==> src/design/truncated_time_of_day_rebuilder_defines.svh <==
// assertion macros shared by the time of day rebuilder modules
`ifndef TRUNCATED_TIME_OF_DAY_REBUILDER_DEFINES_SVH
`define TRUNCATED_TIME_OF_DAY_REBUILDER_DEFINES_SVH

// property checked only while out of reset
`define TTOD_ASSERT(name, clk, rst, prop, msg) \
   name: assert property (@(posedge clk) disable iff (rst) prop) else $error(msg);

// property checked on every edge, reset included
`define TTOD_ASSERT_ALWAYS(name, clk, prop, msg) \
   name: assert property (@(posedge clk) prop) else $error(msg);

`endif

==> src/design/ttod_pkg.sv <==
// shared types and constants of the time of day rebuilder
`default_nettype none

package ttod_pkg;

   localparam int unsigned SAC_W   = 8;
   localparam int unsigned SIC_W   = 8;
   localparam int unsigned FULL_W  = 24;
   localparam int unsigned TRUNC_W = 16;
   localparam int unsigned HIGH_W  = 8;
   localparam int unsigned STAT_W  = 2;
   localparam int unsigned TIME_W  = 26;
   localparam int unsigned ENTRY_W = SAC_W + SIC_W + HIGH_W + TRUNC_W;

   localparam logic [0:0] FUNC_STORE   = 1'b0;
   localparam logic [0:0] FUNC_REBUILD = 1'b1;

   localparam logic [STAT_W-1:0] ST_OK      = 2'd0;
   localparam logic [STAT_W-1:0] ST_UNKNOWN = 2'd1;
   localparam logic [STAT_W-1:0] ST_WINDOW  = 2'd2;
   localparam logic [STAT_W-1:0] ST_FULL    = 2'd3;

   localparam logic [TRUNC_W-1:0] TRACK_WINDOW_RESET = 16'd2048;
   localparam logic [TRUNC_W-1:0] ROLL_LOW           = 16'hB800;
   localparam logic [TRUNC_W-1:0] ROLL_HIGH          = 16'hC000;
   localparam logic [HIGH_W-1:0]  ROLL_HOUR          = 8'hA8;
   localparam logic [TRUNC_W-1:0] WRAP_LIMIT         = 16'hF800;

   typedef struct packed {
      logic start;   // latch request and begin table scan
      logic exec;    // apply update and load result
   } cmd_type;

   typedef struct packed {
      logic scan_done;
   } sts_type;

endpackage

`default_nettype wire

==> src/design/ttod_ctrl.sv <==
// controller state machine of the time of day rebuilder
`default_nettype none
`include "truncated_time_of_day_rebuilder_defines.svh"

module ttod_ctrl (
   input  wire logic             clock,
   input  wire logic             reset,
   input  wire logic             req_tvalid,
   output logic                  req_tready,
   output logic                  rsp_tvalid,
   input  wire logic             rsp_tready,
   input  wire ttod_pkg::sts_type sts,
   output ttod_pkg::cmd_type     cmd
);

   typedef enum logic [2:0] {
      S_IDLE = 3'b001,
      S_SCAN = 3'b010,
      S_EXEC = 3'b100
   } state_type;

   state_type state_ff, state_in;
   logic      rsp_tvalid_ff, rsp_tvalid_in;
   logic      out_free;

   assign out_free   = !rsp_tvalid_ff || rsp_tready;
   assign req_tready = (state_ff == S_IDLE);
   assign rsp_tvalid = rsp_tvalid_ff;

   always_comb begin
      state_in  = state_ff;
      cmd.start = 1'b0;
      cmd.exec  = 1'b0;
      case (state_ff)
         S_IDLE: begin
            if (req_tvalid) begin
               cmd.start = 1'b1;
               state_in  = S_SCAN;
            end
         end
         S_SCAN: begin
            if (sts.scan_done) begin
               state_in = S_EXEC;
            end
         end
         S_EXEC: begin
            // hold the result until the output register can take it
            if (out_free) begin
               cmd.exec = 1'b1;
               state_in = S_IDLE;
            end
         end
         default: begin
            state_in = S_IDLE;
         end
      endcase
   end

   always_comb begin
      if (cmd.exec) begin
         rsp_tvalid_in = 1'b1;
      end else if (rsp_tready) begin
         rsp_tvalid_in = 1'b0;
      end else begin
         rsp_tvalid_in = rsp_tvalid_ff;
      end
   end

   always_ff @(posedge clock) begin
      if (reset) begin
         state_ff      <= S_IDLE;
         rsp_tvalid_ff <= 1'b0;
      end else begin
         state_ff      <= state_in;
         rsp_tvalid_ff <= rsp_tvalid_in;
      end
   end

   `TTOD_ASSERT(a_exec_needs_room, clock, reset, cmd.exec |-> out_free, "result overwrote pending")
   `TTOD_ASSERT(a_exec_shows_rsp, clock, reset, cmd.exec |=> rsp_tvalid, "result not presented")
   `TTOD_ASSERT(a_accept_scans, clock, reset, (req_tvalid && req_tready) |=> (state_ff == S_SCAN && !req_tready), "accept did not start a scan")

endmodule

`default_nettype wire

==> src/design/ttod_dp.sv <==
// datapath of the time of day rebuilder: radar table, scan and rebuild arithmetic
`default_nettype none
`include "truncated_time_of_day_rebuilder_defines.svh"

module ttod_dp #(
   parameter int unsigned RADAR_SLOTS = 16
) (
   input  wire logic                               clock,
   input  wire logic                               reset,
   input  wire logic                               csr_wr_en,
   input  wire logic [ttod_pkg::TRUNC_W-1:0]       csr_wr_data,
   input  wire logic                               req_func,
   input  wire logic [ttod_pkg::SAC_W-1:0]         req_sac,
   input  wire logic [ttod_pkg::SIC_W-1:0]         req_sic,
   input  wire logic [ttod_pkg::FULL_W-1:0]        req_full,
   input  wire logic [ttod_pkg::TRUNC_W-1:0]       req_trunc,
   input  wire ttod_pkg::cmd_type                  cmd,
   output ttod_pkg::sts_type                       sts,
   output logic [ttod_pkg::STAT_W-1:0]             rsp_status,
   output logic [ttod_pkg::TIME_W-1:0]             rsp_time
);

   localparam int unsigned IDX_W = (RADAR_SLOTS > 1) ? $clog2(RADAR_SLOTS) : 1;
   localparam int unsigned CNT_W = $clog2(RADAR_SLOTS + 1);
   localparam logic [CNT_W-1:0] SCAN_END = CNT_W'(RADAR_SLOTS);
   localparam int unsigned HI_W = ttod_pkg::TIME_W - ttod_pkg::TRUNC_W;

   // table entry: {sac, sic, high, last}
   logic [ttod_pkg::ENTRY_W-1:0] mem [RADAR_SLOTS];
   logic [RADAR_SLOTS-1:0]       vld_ff;

   logic [ttod_pkg::TRUNC_W-1:0] window_ff;

   logic                         func_ff;
   logic [ttod_pkg::SAC_W-1:0]   sac_ff;
   logic [ttod_pkg::SIC_W-1:0]   sic_ff;
   logic [ttod_pkg::FULL_W-1:0]  full_ff;
   logic [ttod_pkg::TRUNC_W-1:0] trunc_ff;

   logic [CNT_W-1:0]             scan_cnt_ff;
   logic                         issue;
   logic                         rd_vld_ff;
   logic [IDX_W-1:0]             rd_idx_ff;
   logic [ttod_pkg::ENTRY_W-1:0] rd_data_ff;

   logic                         hit_ff;
   logic [IDX_W-1:0]             hit_idx_ff;
   logic [ttod_pkg::HIGH_W-1:0]  hit_high_ff;
   logic [ttod_pkg::TRUNC_W-1:0] hit_last_ff;
   logic                         free_ff;
   logic [IDX_W-1:0]             free_idx_ff;
   logic                         match;

   logic [ttod_pkg::STAT_W-1:0]  rsp_status_ff, status_in;
   logic [ttod_pkg::TIME_W-1:0]  rsp_time_ff, time_in;

   logic [ttod_pkg::TRUNC_W:0]   diff_qp;
   logic [ttod_pkg::TRUNC_W-1:0] diff_pq;
   logic [ttod_pkg::TRUNC_W-1:0] stamp_gap;
   logic                         q_gt_p;
   logic [HI_W-1:0]              high_ext;
   logic [HI_W-1:0]              high_dec;
   logic [HI_W-1:0]              high_inc;

   logic                         wr_en;
   logic [IDX_W-1:0]             wr_idx;
   logic [ttod_pkg::ENTRY_W-1:0] wr_data;
   logic                         set_vld;

   assign issue = (scan_cnt_ff != SCAN_END) && !cmd.start;
   assign sts.scan_done = (scan_cnt_ff == SCAN_END) && !rd_vld_ff;

   assign match = rd_vld_ff && vld_ff[rd_idx_ff]
                  && (rd_data_ff[ttod_pkg::ENTRY_W-1 -: ttod_pkg::SAC_W] == sac_ff)
                  && (rd_data_ff[ttod_pkg::ENTRY_W-ttod_pkg::SAC_W-1 -: ttod_pkg::SIC_W]
                      == sic_ff);

   // distance between the new stamp and the stored one
   assign diff_qp   = {1'b0, trunc_ff} - {1'b0, hit_last_ff};
   assign diff_pq   = hit_last_ff - trunc_ff;
   assign stamp_gap = diff_qp[ttod_pkg::TRUNC_W] ? diff_pq : diff_qp[ttod_pkg::TRUNC_W-1:0];
   assign q_gt_p    = !diff_qp[ttod_pkg::TRUNC_W] && (diff_qp != '0);
   assign high_ext  = {{(HI_W-ttod_pkg::HIGH_W){1'b0}}, hit_high_ff};
   assign high_dec  = high_ext - HI_W'(1);
   assign high_inc  = high_ext + HI_W'(1);

   always_comb begin
      status_in = ttod_pkg::ST_OK;
      time_in   = '0;
      wr_en     = 1'b0;
      wr_idx    = hit_idx_ff;
      wr_data   = {sac_ff, sic_ff, full_ff};
      set_vld   = 1'b0;
      if (func_ff == ttod_pkg::FUNC_STORE) begin
         if (hit_ff) begin
            wr_en = 1'b1;
         end else if (free_ff) begin
            wr_en   = 1'b1;
            wr_idx  = free_idx_ff;
            set_vld = 1'b1;
         end else begin
            status_in = ttod_pkg::ST_FULL;
         end
      end else if (!hit_ff) begin
         status_in = ttod_pkg::ST_UNKNOWN;
      end else if (stamp_gap <= window_ff) begin
         wr_en   = 1'b1;
         wr_data = {sac_ff, sic_ff, hit_high_ff, trunc_ff};
         time_in = {high_ext, trunc_ff};
      end else if (stamp_gap > ttod_pkg::ROLL_LOW && stamp_gap <= ttod_pkg::ROLL_HIGH
                   && hit_high_ff == ttod_pkg::ROLL_HOUR) begin
         // midnight rollover
         time_in = {{HI_W{1'b0}}, trunc_ff};
      end else if (stamp_gap > ttod_pkg::WRAP_LIMIT) begin
         // 16-bit stamp wrapped one way or the other
         time_in = q_gt_p ? {high_dec, trunc_ff} : {high_inc, trunc_ff};
      end else begin
         status_in = ttod_pkg::ST_WINDOW;
      end
      if (!cmd.exec) begin
         wr_en   = 1'b0;
         set_vld = 1'b0;
      end
   end

   always_ff @(posedge clock) begin
      if (issue) begin
         rd_data_ff <= mem[scan_cnt_ff[IDX_W-1:0]];
      end
      if (wr_en) begin
         mem[wr_idx] <= wr_data;
      end
   end

   always_ff @(posedge clock) begin
      if (cmd.start) begin
         func_ff  <= req_func;
         sac_ff   <= req_sac;
         sic_ff   <= req_sic;
         full_ff  <= req_full;
         trunc_ff <= req_trunc;
      end
      if (issue) begin
         rd_idx_ff <= scan_cnt_ff[IDX_W-1:0];
      end
      if (match && !hit_ff) begin
         hit_idx_ff  <= rd_idx_ff;
         hit_high_ff <= rd_data_ff[ttod_pkg::TRUNC_W +: ttod_pkg::HIGH_W];
         hit_last_ff <= rd_data_ff[ttod_pkg::TRUNC_W-1:0];
      end
      if (rd_vld_ff && !vld_ff[rd_idx_ff] && !free_ff) begin
         free_idx_ff <= rd_idx_ff;
      end
      if (cmd.exec) begin
         rsp_status_ff <= status_in;
         rsp_time_ff   <= time_in;
      end
   end

   always_ff @(posedge clock) begin
      if (reset) begin
         vld_ff      <= '0;
         window_ff   <= ttod_pkg::TRACK_WINDOW_RESET;
         scan_cnt_ff <= SCAN_END;
         rd_vld_ff   <= 1'b0;
         hit_ff      <= 1'b0;
         free_ff     <= 1'b0;
      end else begin
         if (csr_wr_en) begin
            window_ff <= csr_wr_data;
         end
         if (set_vld) begin
            vld_ff[wr_idx] <= 1'b1;
         end
         rd_vld_ff <= issue;
         if (cmd.start) begin
            scan_cnt_ff <= '0;
            hit_ff      <= 1'b0;
            free_ff     <= 1'b0;
         end else begin
            if (issue) begin
               scan_cnt_ff <= scan_cnt_ff + CNT_W'(1);
            end
            if (match) begin
               hit_ff <= 1'b1;
            end
            if (rd_vld_ff && !vld_ff[rd_idx_ff]) begin
               free_ff <= 1'b1;
            end
         end
      end
   end

   assign rsp_status = rsp_status_ff;
   assign rsp_time   = rsp_time_ff;

   `TTOD_ASSERT(a_hit_is_valid, clock, reset, hit_ff |-> vld_ff[hit_idx_ff], "hit on an invalid entry")
   `TTOD_ASSERT(a_free_is_free, clock, reset, (cmd.exec && free_ff) |-> !vld_ff[free_idx_ff], "free slot already in use")
   `TTOD_ASSERT(a_scan_bounded, clock, reset, scan_cnt_ff <= SCAN_END, "scan counter overran the table")

endmodule

`default_nettype wire

==> src/design/truncated_time_of_day_rebuilder.sv <==
// after acceptance the request is latched, the table scanned and the result register loaded
// the table scan reads one entry per cycle from a single-port memory
// one request is in work at a time; a new one is taken only once the previous result is loaded
// the result register lets a new request enter while the previous result waits
// synchronous active-high reset marks every table entry unused and restores the window to 2048
`default_nettype none

module truncated_time_of_day_rebuilder #(
   parameter int unsigned RADAR_SLOTS = 16
) (
   input  wire logic        clock,
   input  wire logic        reset,
   input  wire logic        csr_wr_en,
   input  wire logic [15:0] csr_wr_data,   // track_window
   input  wire logic        req_tvalid,
   output logic             req_tready,
   input  wire logic [55:0] req_tdata,     // radar_sac, radar_sic, full_time, truncated_time
   input  wire logic        req_tuser,     // func
   output logic             rsp_tvalid,
   input  wire logic        rsp_tready,
   output logic [31:0]      rsp_tdata      // status, rebuilt_time, zero fill
);

   ttod_pkg::cmd_type cmd;
   ttod_pkg::sts_type sts;
   logic [ttod_pkg::STAT_W-1:0] rsp_status;
   logic [ttod_pkg::TIME_W-1:0] rsp_time;

   ttod_ctrl u_ctrl (
      .clock      (clock),
      .reset      (reset),
      .req_tvalid (req_tvalid),
      .req_tready (req_tready),
      .rsp_tvalid (rsp_tvalid),
      .rsp_tready (rsp_tready),
      .sts        (sts),
      .cmd        (cmd)
   );

   ttod_dp #(
      .RADAR_SLOTS (RADAR_SLOTS)
   ) u_dp (
      .clock       (clock),
      .reset       (reset),
      .csr_wr_en   (csr_wr_en),
      .csr_wr_data (csr_wr_data),
      .req_func    (req_tuser),
      .req_sac     (req_tdata[7:0]),
      .req_sic     (req_tdata[15:8]),
      .req_full    (req_tdata[39:16]),
      .req_trunc   (req_tdata[55:40]),
      .cmd         (cmd),
      .sts         (sts),
      .rsp_status  (rsp_status),
      .rsp_time    (rsp_time)
   );

   assign rsp_tdata = {4'b0000, rsp_time, rsp_status};

endmodule

`default_nettype wire

==> config.mk <==
export PLATFORM = sky130hd
export DESIGN_NAME = truncated_time_of_day_rebuilder
export DESIGN_NICKNAME = d
export VERILOG_FILES = /design/src/design/ttod_pkg.sv /design/src/design/ttod_ctrl.sv /design/src/design/ttod_dp.sv /design/src/design/truncated_time_of_day_rebuilder.sv
export VERILOG_INCLUDE_DIRS = /design/src /design/src/design
export SDC_FILE = /design/constraint.sdc
export NUM_CORES = 1
export LEC_CHECK = 0
export BUFFER_PORTS_ARGS = -buffer_cell sky130_fd_sc_hd__buf_2
export CAP_MARGIN = 20
export CORE_ASPECT_RATIO = 0.7
export CORE_MARGIN = 3
export CORE_UTILIZATION = 40
export DETAILED_ROUTE_END_ITERATION = 7
export MAX_ROUTING_LAYER = met4
export PLACE_DENSITY = 0.52
export SETUP_SLACK_MARGIN = 0.02
export SLEW_MARGIN = 15
export SYNTH_ARGS = -nofsm -noshare
export SYNTH_HDL_FRONTEND = slang
export SYNTH_HIERARCHICAL = 1
export SYNTH_SLANG_ARGS = --single-unit
==> constraint.sdc <==
create_clock -name clock -period 8.2 [get_ports clock]
set_input_delay 0.82 -clock clock [delete_from_list [all_inputs] [get_ports clock]]
set_output_delay 0.82 -clock clock [all_outputs]
set_load 0.02 [all_outputs]
---- Word level (Yosys, flattened, before mapping) ----
Memories as Yosys holds them, arrays and structs flattened. A register that Yosys moved wholly into a read port is not among the register bits.
Index checks and enable logic that the tools add are counted.
operators by class
  $add $sub $neg .......................... 5
  multiply operators ...................... 0
  div/mod/pow operators ................... 0
  order comparisons ....................... 7
  equal/unequal tests ..................... 11
  shift operators ......................... 0
  multiplexer cells ....................... 45
  bitwise logic cells ..................... 4
  reductions and logical operators ........ 27
operators by type and width
  cell                    count
  $mux W24                6
  $gt A16 B16 Y1 const B  2
  $mux W26                1
  $mux W1                 19
  $reduce_bool A17 Y1     1
  $sub A16 B16 Y17        1
  $eq A8 B8 Y1            2
  $le A16 B16 Y1          1
  $le A16 B16 Y1 const B  1
  $mux W16                1
  $or A16 B16 Y16         1
  $sub A16 B16 Y16        1
  $mux W2                 7
  $logic_and A1 B1 Y1     12
  $mux W4                 3
  $lt A4 B5 Y1 const B    2
  $mux W5                 2
  $add A8 B1 Y9 const B   1
  $mux W3                 3
  $pmux W3 S3             1
  $sub A8 B1 Y9 const B   1
  $eq A8 B8 Y1 const B    1
  $logic_not A1 Y1        7
  $add A5 B1 Y5 const B   1
  17 further kinds        21
word-level totals
  register bits ........................... 165
  bits in latches ......................... 0
  memory bits (writable) .................. 640
  memory bits (read-only) ................. 0
  input bits .............................. 78
  output and inout port bits .............. 34
  logic and storage cells ................. 122
  memories kept ........................... 1
memory list
  name      depth  width  read ports  clocked after Yosys merged registers in  wr ports  line           source
  u_dp.mem  16     40     1           1                                        1         ttod_dp.sv:29  logic [ttod_pkg::ENTRY_W-1:0] mem [RADAR_SLOTS];

---- Logic depth before layout (Yosys ltp) ----
  depth after elaboration ................. 9
  depth in mapped cells ................... 24
  mapped depth without buffers ............ 21

---- Cells and area by module ----
Netlist, hierarchy kept.
modules (own cells, without submodules)
  module                           instances  cells an instance  area an instance (µm²)  seq. area each (µm²)
  ttod_dp                          1          1812               34327.9                 24853.8
  ttod_ctrl                        1          21                 200.2                   80.1
  truncated_time_of_day_rebuilder  1          5                  33.8                    0.0

---- Worst setup path before layout ----
No wires, ideal clock.
  path kind ............................... reg-to-reg
  from .................................... reg u_dp/trunc_ff[0] in the netlist's numbering
  to ...................................... mem u_dp/mem[11][0] in the netlist's numbering (enable)
  library setup time ...................... 0.437 ns
  arrival time ............................ 6.015 ns
  required time ........................... 7.763 ns
  slack ................................... 1.747 ns
  stages on the path, launching flop included .. 23
  path buffers ............................ 1
  period minus slack after synthesis ...... 6.453 ns
  cell sequence ........................... edfxtp_1 inv_1 ha_1 inv_1 fa_1 and3_1 o211ai_1 nand2_1 a221oi_2 clkbuf_1 mux2i_1 xor2_1 ha_1 a21o_1 a21o_1 a21oi_1 nor2_1 a211oi_1 a22o_1 o21ai_0 o21ai_0 nand3_1 nor2_1
on the way
  cells in the longest elaborated chain, start to end .. 9
  elaborated cells between the ends (all ways) .. 10
  those cells by class .................... add/sub: 2; order compare: 1; mux: 7
RTL lines
  item                                                         line                          source
  start, declared                                              ttod_dp.sv:38                 logic [ttod_pkg::TRUNC_W-1:0] trunc_ff;
  start signal, assigned                                       ttod_dp.sv:141                trunc_ff <= req_trunc;
  $sub A16 B16 Y17 / $sub A16 B16 Y16 (equally long branches)  ttod_dp.sv:79, ttod_dp.sv:80
  $mux W16 *                                                   ttod_dp.sv:81                 assign stamp_gap = diff_qp[ttod_pkg::TRUNC_W] ? diff_pq : diff_qp[ttod_pkg::TRUNC_W-1:0];
  $le A16 B16 Y1 *                                             ttod_dp.sv:106                end else if (stamp_gap <= window_ff) begin
  $mux W1 *                                                    ttod_dp.sv:106
  $mux W1 *                                                    ttod_dp.sv:104                end else if (!hit_ff) begin
  $mux W1 *                                                    ttod_dp.sv:94                 if (func_ff == ttod_pkg::FUNC_STORE) begin
  $mux W1 *                                                    ttod_dp.sv:120                if (!cmd.exec) begin
  $mux W1 *                                                    ttod_dp.sv:130                if (wr_en) begin
  $mux W1 (implied by the code) *                              ttod_dp.sv:131                mem[wr_idx] <= wr_data;
  end, declared                                                ttod_dp.sv:29
Mark *: on every way between the ends. The rest lies on a longest branch, timed or not.

---- Worst setup path after layout ----
  from .................................... reg u_dp/trunc_ff[0] in the netlist's numbering
  to ...................................... mem u_dp/mem[9][17] in the netlist's numbering (enable)
The elaborated chain is that of the path after synthesis.

==> results.yml <==
floorplanning:
  dieArea_um2: 90000
  num_io_pins: 112
  die_y_um: 252
  rows: 89
  start_util_pct: 40.7
  die-width_um: 357
  core_area_um2: 85000
place:
  dp_hpwl_um: 53800
  port_buffers: 107
  globalplace.congestion: 0.895
  pre_cts_ws_ns: 1.44
critical_path:
  end_kind: "flop"
  crit_type: "flop to flop"
  cp-start-kind: "flop"
  crit_chain: "inv_1, ha_1, inv_1, fa_1, and3_1, o211ai_1, nand2_1, a221o_1, nor3_2, o21bai_1, ha_1, a21o_1, a21o_1, a211oi_1, a22o_1, o21ai_0, o21ai_0, nand3_1, nor2_4, buf_4"
  crit_path_max_fanout: 28
  r2r_start: "u_dp/trunc_ff[0]"
  cp_slowest_stage_delay_ns: 0.66
  cp.arrival_ns: 7.18
  slowest_stage: "a221o_1"
  rrSetupSlack_ns: 1.29
  crit_buf_inv: 3
  r2r_cells: 20
  path_delay_family: "compound AO/OA/AOI/OAI gates"
  crit_required_ns: 8.47
  r2r_end: "u_dp/mem[9][17]"
final_layout:
  drive_gt1_share_pct: 26.3
  final_nets: 2126
  n_antenna_cell: 0
  fillers: 7160
  area_delta_synth_final_pct: 14.4
run:
  cap_violations: 0
routing:
  dr.pass1.iters: 5
  drtIter0Drc: 1791
  drtAntennaViolNets: 0
  num_vias: 17794
  drc: 0
  wl_um: 85500
  viasPerCell: 5.56
  wl_per_cell_um: 26.7
sta:
  fin_setup_tns_ns: 0
  rsz0062_at_grt: "no"
  setup_viol: 0
  worst_slack_ns: 1.29
  final_max_slew_viol_count: 0
  max_slew_margin_pct: 32.3
  min_period_ns: 6.91
  skew_ns: 0.0253
  hold_viol_final: 0
  max_freq_mhz: 145
  timing.final.crit_share_pct: 84.2
  worstMarginPinSlew_ns: 1.02
worst_hold_path:
  hold_path.class: "primary input to flop"
  holdPathStages: 1
  hp-start: "req_tdata[21]"
  whs_endpoint: "u_dp/full_ff[5]"
clock_tree:
  cts_buffers: 84
  cts_setup_buffers: 0
  path_clk_slew_ns: 0.06
  ctsHtreeMaxLevel: 3
  clock_latency_ns: 0.65
  root_buffer: "clkbuf_16"
  clkSinkCount: 845
  cts_resized: 0
  tritoncts: "done"
  holdBufCountCts: 0
  cts_buffer_depth: 3
synthesis:
  synth_cells: 1838
  syn_area_um2: 34600
  ys_top_cells_by_count: "edfxtp_1, mux4_2, nor2_1"
  synthDistinctLibCells: 82
  yosysTopAreaCell: "edfxtp_1"
  ys_async_sr_fraction_pct: 0
  yosysSeqAreaShare_pct: 72.1
  synth_edf_count: 801
  yosys_register_bits: 845
  yosys-top-cells-area: "edfxtp_1, mux4_2, dfxtp_1"
  synth_top_cell_area_share_pct: 69.6
  yosys_warnings: 6
  syn_avg_cell_area_um2: 18.8
  yosysMostFrequentCell: "edfxtp_1"
  synth-main-ff-cell: "edfxtp_1"
pwr:
  p_leak_nw: 12.8
  powerDensity_nw_per_um2: 242
  vdd.ir_drop.worst_uv: 160
global_route:
  grt_max_degree: 128
  grt_pass1_vias: 17834
  grt_pass1_wl_um: 125000
  grt_use_total_pct: 19.7
  grt_overflow_total: 0
  grt_antenna_before_repair: 2
status:
  status: "completed"
power by group:
part           internal, mW  total, mW  switching (mW)  leakage, nW
sequential             4.82       4.90          0.0856         7.65
clock                  2.24       3.89            1.65         1.34
combinational         0.339      0.764           0.425         3.84
total                  7.39       9.55            2.16         12.8
cells in the final DEF, fill, tap and decap left out, types with 13 or more instances in the layout:
cell type  netlist  routed
clkbuf_1        60      17
clkinv_1         2      18
clkbuf_16        0      84
nand4_1         15      15
nand3_1         21      21
inv_1           66      66
buf_4            6      43
a21o_1          16      16
dfxtp_1         44      40
ha_1            52      52
o21a_1          13      13
mux2i_1         32      32
edfxtp_1       801     801
xnor2_1         30      30
mux4_2         205     205
nor2_1          87      69
a21oi_1         57      57
nand2_1         76      75
nor2_4           0      17
o21ai_0         43      43
buf_2            9     108
layout make-up:
class | instances | area [um^2] | share of cell area [%]
clock inverters | 52 | 591 | 1.49
inverters | 68 | 255 | 0.646
multi-input cells | 836 | 9100 | 23.0
repair buffers | 159 | 1020 | 2.59
clock buffers | 103 | 2190 | 5.55
well taps | 1137 | 1420 | 3.60
flip-flops and latches | 845 | 24900 | 63.1
sequential cells by signal (all words and copies together) (netlist names), 5 cells and up:
register,count
u_dp/full_ff,24
u_dp/hit_high_ff,8
u_dp/hit_last_ff,16
u_dp/mem,640
u_dp/rd_data_ff,40
u_dp/rsp_time,26
u_dp/sac_ff,8
u_dp/scan_cnt_ff,5
u_dp/sic_ff,8
u_dp/trunc_ff,16
u_dp/vld_ff,16
u_dp/window_ff,16
stage by stage:
step / total power, mW / utilization, % / hold slack (ns) / cell area [um^2] / cells
2_1_floorplan: 5.51 / - / 0.400 / 34600 / 1841
3_3_place_gp: 5.77 / 43.2 / 0.402 / 36700 / 3044
3_5_place_dp: 5.77 / 43.2 / 0.405 / 36700 / 3044
4_1_cts: 9.68 / 46.5 / 0.297 / 39500 / 3199
5_1_grt: 9.92 / 46.5 / 0.310 / 39500 / 3200
6_report: 9.55 / 46.5 / 0.347 / 39500 / 3200
logic make-up (layout without fill, tap and decap cells):
logic type               count (synthesis)  count (layout)  share of synthesized area [%]
XOR/XNOR                                40              40                           1.01
multiplexers                           237             237                           14.3
flip-flops                             845             845                           72.1
other                                    1               4                         0.0109
AND/OR/NAND/NOR                        298             298                           4.55
buffers and inverters                  160             382                           1.98
adder cells (fa/ha/maj)                 54              54                           2.00
AO/OA/AOI/OAI                          203             203                           4.03
layer usage:
metal | routed length (um) | GRT usage, %
met1 | 42000 | 30.6
met4 | 1620 | 4.26
met3 | 4580 | 3.51
met5 | 0 | -
met2 | 37200 | 27.2
how the worst max path moves through the flow:
| stage | start | end | slack, ns | depth (start not counted) |
|---|---|---|---|---|
| 6_report | u_dp/trunc_ff[0] | u_dp/mem[9][17] | 1.29 | 20 |
| 5_1_grt | u_dp/trunc_ff[0] | u_dp/mem[10][20] | 0.92 | 20 |
| 4_1_cts | u_dp/trunc_ff[0] | u_dp/mem[9][21] | 1.38 | 20 |
| 3_5_place_dp | u_dp/trunc_ff[0] | u_dp/mem[2][17] | 1.44 | 20 |
| 3_3_place_gp | u_dp/trunc_ff[0] | u_dp/mem[2][16] | 1.55 | 22 |
| 2_1_floorplan | u_dp/trunc_ff[0] | u_dp/mem[11][0] | 1.75 | 22 |
worst reg2reg max path, stage by stage, from the launching register on:
cell	delay (ns)
edfxtp_1	0.38
inv_1	0.11
ha_1	0.19
inv_1	0.06
fa_1	0.44
and3_1	0.24
o211ai_1	0.43
nand2_1	0.23
a221o_1	0.66
nor3_2	0.33
o21bai_1	0.20
ha_1	0.31
a21o_1	0.18
a21o_1	0.17
a211oi_1	0.26
a22o_1	0.28
o21ai_0	0.27
o21ai_0	0.34
nand3_1	0.39
nor2_4	0.54
buf_4	0.50
Note: power is estimated with default switching activity, not from simulation.
